[src/mavg_pkg.sv]
`timescale 1ns / 1ps
// ----------------------------------------------------------------------------
// Moving average package
// Shared sizes, sequencer states and divider request/response types.
// ----------------------------------------------------------------------------
package mavg_pkg;

	// Window depth and sample format
	localparam int WINDOW      = 16;
	localparam int SAMPLE_BITS = 16;
	localparam int FRAC_BITS   = 8;
	localparam int AVG_W       = 24;

	// Derived widths
	localparam int PTR_W  = $clog2(WINDOW);
	localparam int CNT_W  = $clog2(WINDOW + 1);
	localparam int SUM_W  = SAMPLE_BITS + $clog2(WINDOW);
	localparam int MAG_W  = SUM_W + FRAC_BITS;
	localparam int ITER_W = $clog2(MAG_W);

	// Sequencer states
	typedef enum logic [1:0] {
		ST_IDLE,
		ST_READ,
		ST_DIV
	} state_t;

	// Divider start request
	typedef struct packed {
		logic             start;
		logic [MAG_W-1:0] dividend;
		logic [CNT_W-1:0] divisor;
	} div_req_t;

	// Divider status and result
	typedef struct packed {
		logic             busy;
		logic             done;
		logic [MAG_W-1:0] quotient;
	} div_rsp_t;

endpackage

[src/moving_average_filter.sv]
`timescale 1ns / 1ps
// ----------------------------------------------------------------------------
// Moving average filter
// Sliding-window mean over the last WINDOW samples, 8 fraction bits.
// ----------------------------------------------------------------------------
// Accepted sample: ST_READ, then ST_DIV until the bit-serial divider is done and
// the output reg is free; in_stall holds off a new sample until the result loads.
// A new item is taken while the previous result still waits in the output reg.
// Reset clears ring pointer, count, running sum and handshake state at once;
// unwritten ring entries read as zero through the fill count, no clear pass.
// ----------------------------------------------------------------------------
module moving_average_filter (
	input  logic                                     clk,
	input  logic                                     arst_n,
	input  logic                                     in_valid,
	output logic                                     in_stall,
	input  logic signed [mavg_pkg::SAMPLE_BITS-1:0]  sample,
	output logic                                     out_valid,
	input  logic                                     out_stall,
	output logic signed [mavg_pkg::AVG_W-1:0]        average,
	output logic                                     window_full
);

	mavg_pkg::state_t                         state_q, state_d;
	logic [mavg_pkg::PTR_W-1:0]               pos_q;
	logic [mavg_pkg::CNT_W-1:0]               cnt_q;
	logic signed [mavg_pkg::SUM_W-1:0]        sum_q;
	logic signed [mavg_pkg::SAMPLE_BITS-1:0]  sample_q;
	logic                                     neg_q;
	logic                                     out_valid_q;
	logic signed [mavg_pkg::AVG_W-1:0]        average_q;
	logic                                     full_q;

	logic                                     in_acc;
	logic                                     out_free;
	logic                                     load_out;
	logic                                     ring_full;
	logic [mavg_pkg::SAMPLE_BITS-1:0]         ring_rdata;
	logic signed [mavg_pkg::SAMPLE_BITS-1:0]  old_s;
	logic signed [mavg_pkg::SUM_W-1:0]        sum_nx;
	logic [mavg_pkg::SUM_W-1:0]               sum_abs;
	logic [mavg_pkg::CNT_W-1:0]               cnt_nx;
	logic [mavg_pkg::PTR_W-1:0]               pos_nx;
	logic signed [mavg_pkg::MAG_W:0]          res_s;

	mavg_pkg::div_req_t                       div_req;
	mavg_pkg::div_rsp_t                       div_rsp;

	// Handshake
	assign in_stall = (state_q != mavg_pkg::ST_IDLE);
	assign in_acc   = in_valid && !in_stall;
	assign out_free = !out_valid_q || !out_stall;
	assign load_out = (state_q == mavg_pkg::ST_DIV) && div_rsp.done && out_free;

	// Sample ring: read old entry on accept, write new sample in ST_READ, the cycle after
	mavg_ring u_ring (
		.clk   (clk),
		.we    (state_q == mavg_pkg::ST_READ),
		.waddr (pos_q),
		.wdata (sample_q),
		.re    (in_acc),
		.raddr (pos_q),
		.rdata (ring_rdata)
	);

	// Running sum update; entries not yet written count as zero
	always_comb begin
		ring_full = (cnt_q == mavg_pkg::CNT_W'(mavg_pkg::WINDOW));
		old_s     = ring_full ? $signed(ring_rdata) : '0;
		sum_nx    = sum_q + mavg_pkg::SUM_W'(sample_q) - mavg_pkg::SUM_W'(old_s);
		sum_abs   = sum_nx[mavg_pkg::SUM_W-1] ? mavg_pkg::SUM_W'(-sum_nx)
		                                      : mavg_pkg::SUM_W'(sum_nx);
		cnt_nx    = ring_full ? cnt_q : cnt_q + 1'b1;
		pos_nx    = (pos_q == mavg_pkg::PTR_W'(mavg_pkg::WINDOW - 1)) ? '0
		                                                            : pos_q + 1'b1;
	end

	// Divider request: |sum| scaled by 2^FRAC_BITS over the sample count
	always_comb begin
		div_req.start    = (state_q == mavg_pkg::ST_READ);
		div_req.dividend = {sum_abs, {mavg_pkg::FRAC_BITS{1'b0}}};
		div_req.divisor  = cnt_nx;
	end

	mavg_div u_div (
		.clk    (clk),
		.arst_n (arst_n),
		.req    (div_req),
		.rsp    (div_rsp)
	);

	// Reapply the sign; quotient truncates toward zero
	assign res_s = neg_q ? -$signed({1'b0, div_rsp.quotient})
	                     : $signed({1'b0, div_rsp.quotient});

	// Next-state logic
	always_comb begin
		state_d = state_q;
		unique case (state_q)
			mavg_pkg::ST_IDLE: begin
				if (in_acc) begin
					state_d = mavg_pkg::ST_READ;
				end
			end
			mavg_pkg::ST_READ: begin
				state_d = mavg_pkg::ST_DIV;
			end
			mavg_pkg::ST_DIV: begin
				if (load_out) begin
					state_d = mavg_pkg::ST_IDLE;
				end
			end
			default: begin
				state_d = mavg_pkg::ST_IDLE;
			end
		endcase
	end

	// State register and filter state
	always_ff @(posedge clk or negedge arst_n) begin
		if (!arst_n) begin
			state_q <= mavg_pkg::ST_IDLE;
			pos_q   <= '0;
			cnt_q   <= '0;
			sum_q   <= '0;
		end else begin
			state_q <= state_d;
			if (state_q == mavg_pkg::ST_READ) begin
				pos_q <= pos_nx;
				cnt_q <= cnt_nx;
				sum_q <= sum_nx;
			end
		end
	end

	// Item capture
	always_ff @(posedge clk) begin
		if (in_acc) begin
			sample_q <= sample;
		end
		if (state_q == mavg_pkg::ST_READ) begin
			neg_q <= sum_nx[mavg_pkg::SUM_W-1];
		end
	end

	// Output register
	always_ff @(posedge clk or negedge arst_n) begin
		if (!arst_n) begin
			out_valid_q <= 1'b0;
		end else if (load_out) begin
			out_valid_q <= 1'b1;
		end else if (!out_stall) begin
			out_valid_q <= 1'b0;
		end
	end

	always_ff @(posedge clk) begin
		if (load_out) begin
			average_q <= mavg_pkg::AVG_W'(res_s);
			full_q    <= ring_full;
		end
	end

	assign out_valid   = out_valid_q;
	assign average     = average_q;
	assign window_full = full_q;

	// Accepted item goes straight to the ring read cycle
	a_acc_read: assert property (@(posedge clk) disable iff (!arst_n)
		in_acc |=> state_q == mavg_pkg::ST_READ)
		else $error("accept did not start ring read");

	// Sample count saturates at the window depth
	a_cnt_sat: assert property (@(posedge clk) disable iff (!arst_n)
		cnt_q <= mavg_pkg::CNT_W'(mavg_pkg::WINDOW))
		else $error("sample count beyond window");

	// A result held by the consumer keeps the sequencer waiting
	a_hold: assert property (@(posedge clk) disable iff (!arst_n)
		state_q == mavg_pkg::ST_DIV && out_valid_q && out_stall
			|=> state_q == mavg_pkg::ST_DIV && out_valid_q)
		else $error("result overwritten while stalled");

	// Divider is always running or done while waiting on it
	a_div_live: assert property (@(posedge clk) disable iff (!arst_n)
		state_q == mavg_pkg::ST_DIV |-> div_rsp.busy || div_rsp.done)
		else $error("divider idle during divide state");

endmodule

[src/mavg_ring.sv]
`timescale 1ns / 1ps
// ----------------------------------------------------------------------------
// Moving average sample ring
// Single-port-write, single-port-read sample store with registered read data.
// ----------------------------------------------------------------------------
module mavg_ring (
	input  logic                               clk,
	input  logic                               we,
	input  logic [mavg_pkg::PTR_W-1:0]         waddr,
	input  logic [mavg_pkg::SAMPLE_BITS-1:0]   wdata,
	input  logic                               re,
	input  logic [mavg_pkg::PTR_W-1:0]         raddr,
	output logic [mavg_pkg::SAMPLE_BITS-1:0]   rdata
);

	logic [mavg_pkg::SAMPLE_BITS-1:0] mem_q [mavg_pkg::WINDOW];
	logic [mavg_pkg::SAMPLE_BITS-1:0] rdata_q;

	// Write port
	always_ff @(posedge clk) begin
		if (we) begin
			mem_q[waddr] <= wdata;
		end
	end

	// Read port, registered read data
	always_ff @(posedge clk) begin
		if (re) begin
			rdata_q <= mem_q[raddr];
		end
	end

	assign rdata = rdata_q;

endmodule

[src/mavg_div.sv]
`timescale 1ns / 1ps
// ----------------------------------------------------------------------------
// Moving average divider
// Unsigned restoring divider, one quotient bit per cycle.
// ----------------------------------------------------------------------------
module mavg_div (
	input  logic                clk,
	input  logic                arst_n,
	input  mavg_pkg::div_req_t  req,
	output mavg_pkg::div_rsp_t  rsp
);

	logic                              busy_q;
	logic                              done_q;
	logic [mavg_pkg::ITER_W-1:0]       iter_q;
	logic [mavg_pkg::MAG_W-1:0]        quo_q;
	logic [mavg_pkg::CNT_W:0]          rem_q;
	logic [mavg_pkg::CNT_W-1:0]        dvs_q;

	logic [mavg_pkg::CNT_W:0]          rem_sh;
	logic [mavg_pkg::CNT_W:0]          rem_diff;
	logic                              fits;

	// Trial subtract of the shifted partial remainder
	always_comb begin
		rem_sh   = {rem_q[mavg_pkg::CNT_W-1:0], quo_q[mavg_pkg::MAG_W-1]};
		rem_diff = rem_sh - {1'b0, dvs_q};
		fits     = (rem_sh >= {1'b0, dvs_q});
	end

	// Control
	always_ff @(posedge clk or negedge arst_n) begin
		if (!arst_n) begin
			busy_q <= 1'b0;
			done_q <= 1'b0;
			iter_q <= '0;
		end else if (req.start) begin
			busy_q <= 1'b1;
			done_q <= 1'b0;
			iter_q <= mavg_pkg::ITER_W'(mavg_pkg::MAG_W - 1);
		end else if (busy_q) begin
			if (iter_q == '0) begin
				busy_q <= 1'b0;
				done_q <= 1'b1;
			end else begin
				iter_q <= iter_q - 1'b1;
			end
		end
	end

	// Datapath
	always_ff @(posedge clk) begin
		if (req.start) begin
			quo_q <= req.dividend;
			rem_q <= '0;
			dvs_q <= req.divisor;
		end else if (busy_q) begin
			quo_q <= {quo_q[mavg_pkg::MAG_W-2:0], fits};
			rem_q <= fits ? rem_diff : rem_sh;
		end
	end

	assign rsp.busy     = busy_q;
	assign rsp.done     = done_q;
	assign rsp.quotient = quo_q;

	// A new division never starts on top of one in flight
	a_start_idle: assert property (@(posedge clk) disable iff (!arst_n)
		req.start |-> !busy_q)
		else $error("divider started while busy");

	// Divisor is a sample count, never zero
	a_div_nonzero: assert property (@(posedge clk) disable iff (!arst_n)
		req.start |-> req.divisor != '0)
		else $error("divide by zero");

	// Finishing drops busy and raises done together
	a_finish: assert property (@(posedge clk) disable iff (!arst_n)
		busy_q && iter_q == '0 && !req.start |=> done_q && !busy_q)
		else $error("divider finish sequence broken");

endmodule
[config.mk]
export PLATFORM = sky130hd
export DESIGN_NAME = moving_average_filter
export DESIGN_NICKNAME = d
export VERILOG_FILES = /design/src/mavg_pkg.sv /design/src/moving_average_filter.sv /design/src/mavg_ring.sv /design/src/mavg_div.sv
export SDC_FILE = /design/constraint.sdc
export NUM_CORES = 1
export LEC_CHECK = 0
export BUFFER_PORTS_ARGS = -buffer_cell sky130_fd_sc_hd__buf_4
export CORE_ASPECT_RATIO = 1.4
export CORE_MARGIN = 5
export CORE_UTILIZATION = 30
export CTS_CLUSTER_DIAMETER = 60
export DETAILED_ROUTE_END_ITERATION = 10
export HOLD_SLACK_MARGIN = 0.15
export PLACE_DENSITY = 0.48
export SETUP_SLACK_MARGIN = 0.15
export SLEW_MARGIN = 20
export SYNTH_ARGS = -nofsm -noshare
export SYNTH_HDL_FRONTEND = slang
export SYNTH_SLANG_ARGS = --single-unit
[constraint.sdc]
create_clock -name clk -period 4.5 [get_ports clk]
set_input_delay 0.225 -clock clk [delete_from_list [all_inputs] [get_ports clk]]
set_output_delay 0.225 -clock clk [all_outputs]
set_load 0.01 [all_outputs]
# Word-level counts from Yosys, hierarchy flattened
# Memory sizes are Yosys's and may differ from the RTL's. A register that Yosys moved wholly into a read port is not among the register bits.
# Cells that the tools add are included.
[op_classes]
addsub = 8
n_mul = 0
n_div = 0
magnitude_cmp = 1
eq_ne = 8
shift = 0
n_mux = 24
bitwise_logic = 0
n_reduce_logical = 15
[op_table]
columns = ["cell", "n"]
rows = [
  ["$mux W28", 2],
  ["$mux W5", 5],
  ["$mux W24", 1],
  ["$neg A24 Y24", 1],
  ["$add A20 B16 Y20", 1],
  ["$mux W20", 1],
  ["$neg A20 Y20", 1],
  ["$sub A20 B16 Y20", 1],
  ["$mux W16", 1],
  ["$mux W1", 10],
  ["$ge A6 B5 Y1", 1],
  ["$ne A2 B2 Y1 const B", 3],
  ["$pmux W2 S3", 1],
  ["$reduce_and A2 Y1", 3],
  ["$reduce_bool A2 Y1", 3],
  ["$add A5 B1 Y5 const B", 1],
  ["$eq A5 B5 Y1 const B", 1],
  ["$logic_not A5 Y1", 1],
  ["$sub A5 B1 Y5 const B", 1],
  ["$sub A5 B5 Y5", 1],
  ["$add A4 B1 Y4 const B", 1],
  ["$eq A4 B4 Y1 const B", 1],
  ["$mux W2", 2],
  ["$mux W4", 1],
  ["7 further kinds", 11],
]
[totals]
regBits = 119
latchBits = 0
mem_bits_rw = 256
rom_bits = 0
in_bits = 20
mem_count = 1
[mem_list]
columns = ["memory", "words", "width", "read_ports", "rd_clocked_by_memory_dff", "write_ports", "line", "text"]
rows = [
  ["u_ring.mem_q", 16, 16, 1, 1, 1, "mavg_ring.sv:16", "logic [mavg_pkg::SAMPLE_BITS-1:0] mem_q [mavg_pkg::WINDOW];"],
]

# Longest topological paths before layout
[depth]
word_depth = 6
depth_mapped = 20
mapped_depth_nobuf = 19

# Hierarchy
# Synthesis repeated with hierarchy kept, for this count alone.
[unflattened]
hier_cells = 1140
area_unflattened_um2 = 17598.1
[by_module_without_submodules]
columns = ["module", "instances", "cells_each", "area_per_inst_um2"]
rows = [
  ["mavg_ring", 1, 432, 10203.5],
  ["moving_average_filter", 1, 552, 5277.6],
  ["mavg_div", 1, 156, 2117.0],
]

# Least setup slack after synthesis
# OpenSTA, ideal clock, no wires.
[synth_timing]
path_type = "flip-flop to flip-flop"
start = "register cnt_q[0] in the netlist's numbering"
end = "register u_div.quo_q[26] in the netlist's numbering, data pin"
setup_time_ns = 0.264
arrival_ns = 3.937
required_time_ns = 4.236
slack_ns = 0.298
path_stages_with_launch = 18
n_path_buf = 1
period_less_slack_ns = 4.202
path_cell_list = "dfrtp_1 inv_1 ha_1 nand2_1 nor3_1 clkbuf_1 and2_1 fa_1 fa_1 nor2b_1 o2111ai_2 a21oi_1 nor3b_2 xor2_1 nand4_4 o41ai_2 xnor2_1 o21ai_1"
[synth_between]
elab_chain_cells = 6
[synth_rtl]
columns = ["element", "line", "text"]
rows = [
  ["from (decl)", "moving_average_filter.sv:26", "logic [mavg_pkg::CNT_W-1:0] cnt_q;"],
  ["from (signal assigned)", "moving_average_filter.sv:130", "cnt_q <= cnt_nx;"],
  ["$eq A5 B5 Y1 *", "moving_average_filter.sv:68", "ring_full = (cnt_q == mavg_pkg::CNT_W'(mavg_pkg::WINDOW));"],
  ["$mux W16 *", "moving_average_filter.sv:69", "old_s = ring_full ? $signed(ring_rdata) : '0;"],
  ["$sub A20 B16 Y20 *", "moving_average_filter.sv:70", "sum_nx = sum_q + mavg_pkg::SUM_W'(sample_q) - mavg_pkg::SUM_W'(old_s);"],
  ["$neg A20 Y20", "moving_average_filter.sv:71", "sum_abs = sum_nx[mavg_pkg::SUM_W-1] ? mavg_pkg::SUM_W'(-sum_nx)"],
  ["$mux W20 *", "moving_average_filter.sv:71", ""],
  ["$mux W28 *", "mavg_div.sv:53", "if (req.start) begin"],
  ["to (signal assigned)", "mavg_div.sv:54", "quo_q <= req.dividend;"],
  ["to (signal assigned)", "mavg_div.sv:58", "quo_q <= {quo_q[mavg_pkg::MAG_W-2:0], fits};"],
  ["to (decl)", "mavg_div.sv:16", "logic [mavg_pkg::MAG_W-1:0] quo_q;"],
]
# Every way passes the cells marked *; elsewhere a longest branch is shown, timed or not.
# A chain may end at the register's enable or synchronous reset.

# Worst setup path after layout
# Same ends and word-level chain as after synthesis.

==> results.md <==
- Status: finished clean
- Max-Cap Viols: 0
- Final clock skew: 18.3 ps
- Number of global-route vias before repair: 10046
- Fin nets: 1351
- Htree depth: 2
- Die Span X: 214 um
- Worst R2R Path Depth: 19
- Final Hold Fails: 0
- Std-Cell Rows: 104
- Synth Warn #: 0
- EDFF count, synth: 339
- Final instance count without filler cells: 2053
- Core box area: 57600 um^2
- Worst-margin pin slew: 978 ps
- Ranking of synthesized cells by area: edfxtp_1, mux4_2, dfrtp_1, xnor2_1, ha_1
- Vias/cell: 4.69
- Final hold slack: 234 ps
- Total negative slack: 0 ps
- Initial Utilization: 30.4%
- CTS max path bufs: 3
- Peak supply drop: 495 uV
- Drt pass-1 iters: 4
- Syn nets: about 1200
- TritonCTS buffer count: 43
- Synthesis-stage register bit count: 391
- Tot GR Track Use: 12.5%
- First-pass GRT wire length: 61000 um
- Data arrival, critical path: 4510 ps
- Sequential area share after synthesis: 65.2%
- Final setup fails: 0
- Number of port buffers: 46
- Synth top area share: 58.1%
- Die Height: roughly 300 um
- Final GP Congestion: 0.777
- Startpoint Class: register
- Library cells used by synthesis: between 60 and 70
- Post-Syn Instances: 1141
- Final ANT Viol Nets: 0
- DR iter-0 viols: 445
- Worst path required time: between 4000 and 5000 ps
- Global route total overflow: 0
- Die area: between 60000 and 70000 um^2
- Synth area leader: edfxtp_1
- Worst setup path class: reg2reg
- CTS tree: yes
- Synthesized area: 17500 um^2
- Initial antenna violation count: 0
- Kind of end point of the critical path: register
- Worst skew pair latency: 570 ps
- Fmax achieved: 237 MHz
- Share of layout cells above drive strength 1: approximately 25%
- Largest net degree at the start of global routing: 79
- DR WL/cell: about 20 um
- CTS Root Cell: clkbuf_16
- LEAKAGE: between 0.007 and 0.008 uW
- DRC viols: 0
- Main synth FF type: edfxtp_1
- Placed Instances: 1938
- RSZ-0062 raised after global routing: yes
- Period utilization: 93.7%
- Worst Hold Class: in2async
- Tmin final: 4220 ps
- DRT Wirelength: about 40000 um
- Clock sink total: 391
- Area delta synth->final: 20.3%
- Relative slew slack: between 30% and 40%
- Clock transition at the registers of the reported paths: 60 ps
- DP Wirelength: 25300 um
- Number of inserted diodes: 0
- Asr flop ratio synth: 9.97%
- I/O pins: 47
- Max Transition Viols Final: 0
- Via count: 9626
- Power Dens Cells: 753 nW/um^2
- Mean Syn Cell Area: 15.4 um^2
- CP max FO: 5
worst paths after layout:
check	end	slack, ps	from
min reg2reg	sum_q[1]	490	sum_q[1]
max reg2reg	u_div.quo_q[26]	280	cnt_q[0]
max in group asynchronous	pos_q[0]	3790	arst_n
min	cnt_q[3]	230	arst_n
max	u_div.quo_q[26]	280	cnt_q[0]
min in group clk	sample_q[0]	370	sample[0]
state kept, by name, indices dropped and copies added (netlist names):
name          count
average          24
cnt_q             5
neg_q             1
out_valid         1
pos_q             4
sample_q         16
state_q           2
sum_q            20
u_div.busy_q      1
u_div.done_q      1
u_div.dvs_q       5
u_div.iter_q      5
u_div.quo_q      28
u_div.rem_q       5
u_ring.mem_q    256
u_ring.rdata     16
window_full       1
repair_timing:
action,4_1_cts,5_1_grt
gates cloned,0,3
endpoints found under the hold margin,57,0
setup buffers,1,12
resized for setup,7,61
endpoints found under the setup margin,7,19
hold buffers,19,0
pin swaps,3,32
cell usage in the layout, fill, tap and decap left out, types with 4 or more instances in the layout:
cell / instances
mux4_2: 80
or3_1: 7
nand3_1: 28
xor2_1: 15
clkinv_1: 8
a211oi_1: 5
clkbuf_1: 12
ha_1: 25
o31ai_1: 8
ha_4: 7
xnor2_1: 53
a21oi_2: 6
nor3_2: 4
dfrtp_1: 37
nor2_1: 35
a21oi_1: 15
and2_1: 32
nand2_1: 71
clkinv_2: 6
dfxtp_1: 13
nand4_1: 9
o21ai_1: 7
dlygate4sd3_1: 19
mux2i_1: 10
a21o_1: 7
edfxtp_1: 339
clkbuf_16: 45
or4_1: 4
nor3_1: 7
buf_6: 4
inv_2: 5
inv_6: 4
nand2b_1: 8
inv_1: 93
fa_1: 19
o21ai_0: 63
buf_4: 114
worst max-delay path, stage by stage, from the launching register on:
cell and delay (ps):
dfrtp_1 380, inv_2 80, ha_4 140, nand2_4 50, nor3_4 220, buf_6 160
clkbuf_16 140, and2_1 140, fa_1 410, inv_1 80, ha_2 290, nor2b_2 180
o2111ai_2 230, a21oi_2 140, or4_1 440, nand3_2 130, nand4_4 170, o41ai_4 370
xnor2_1 150, o21ai_1 70
final cells by class:
cell class | instances | area, um^2
inverters | 98 | 368
clock buffers | 55 | 1120
fillers | 5473 | 36600
well taps | 742 | 928
clock inverters | 25 | 204
repair buffers | 142 | 1200
multi-input cells | 600 | 5840
flip-flops and latches | 391 | 11400
power breakdown:
group	leakage, uW	switching [uW]	total [uW]	internal [uW]
combinational	0.00321	3780	7210	3430
sequential	0.00370	564	5330	4770
clock	0.000639	1470	3330	1850
synthesized netlist by cell type, types with 4 or more instances:
cell and number:
a211oi_1 6, o21ai_0 68, buf_2 6, a21oi_1 22, or4_1 5, and2_1 34, buf_1 4, dfrtp_1 39
edfxtp_1 339, mux2i_1 10, a21o_1 8, nor3_1 11, o31ai_1 11, dfxtp_1 13, inv_1 97, nor2b_1 4
xor2_1 16, nand2_1 72, fa_1 20, nand4_1 9, xnor2_1 55, nand2b_1 9, nor2_1 36, mux4_2 80
clkbuf_1 39, ha_1 35, or3_1 8, nand3_1 29
routing by layer:
layer | share of wire [%] | GRT usage [%] | wire, um
met1 | 42 | 15.2 | 16700
met3 | 3.5 | 2.44 | 1420
met2 | 52 | 22.5 | 20900
met4 | 2.8 | 3.69 | 1130
met5 | 0 | 0 | 0
cells by family after synthesis:
kind of cell | share of synthesized area (%)
flops | 65.2
fa+ha+maj | 4.78
simple gates | 6.88
mux | 10.9
buf+inv | 3.38
xor+xnor | 3.64
compound gates | 5.29
per-stage QoR:
stage | total power [uW] | setup slack [ps] | utilization (%) | area, um^2
6_report | 15900 | 283 | 36.6 | 21100
5_1_grt | 17000 | 57.4 | 36.6 | 21100
4_1_cts | 15500 | 194 | 35.8 | 20600
3_5_place_dp | 12100 | 92.2 | 33.1 | 19100
3_3_place_gp | 12000 | 154 | 33.1 | 19100
2_1_floorplan | 10100 | 298 | - | 17500
Note: power is estimated with default switching activity, not from simulation.
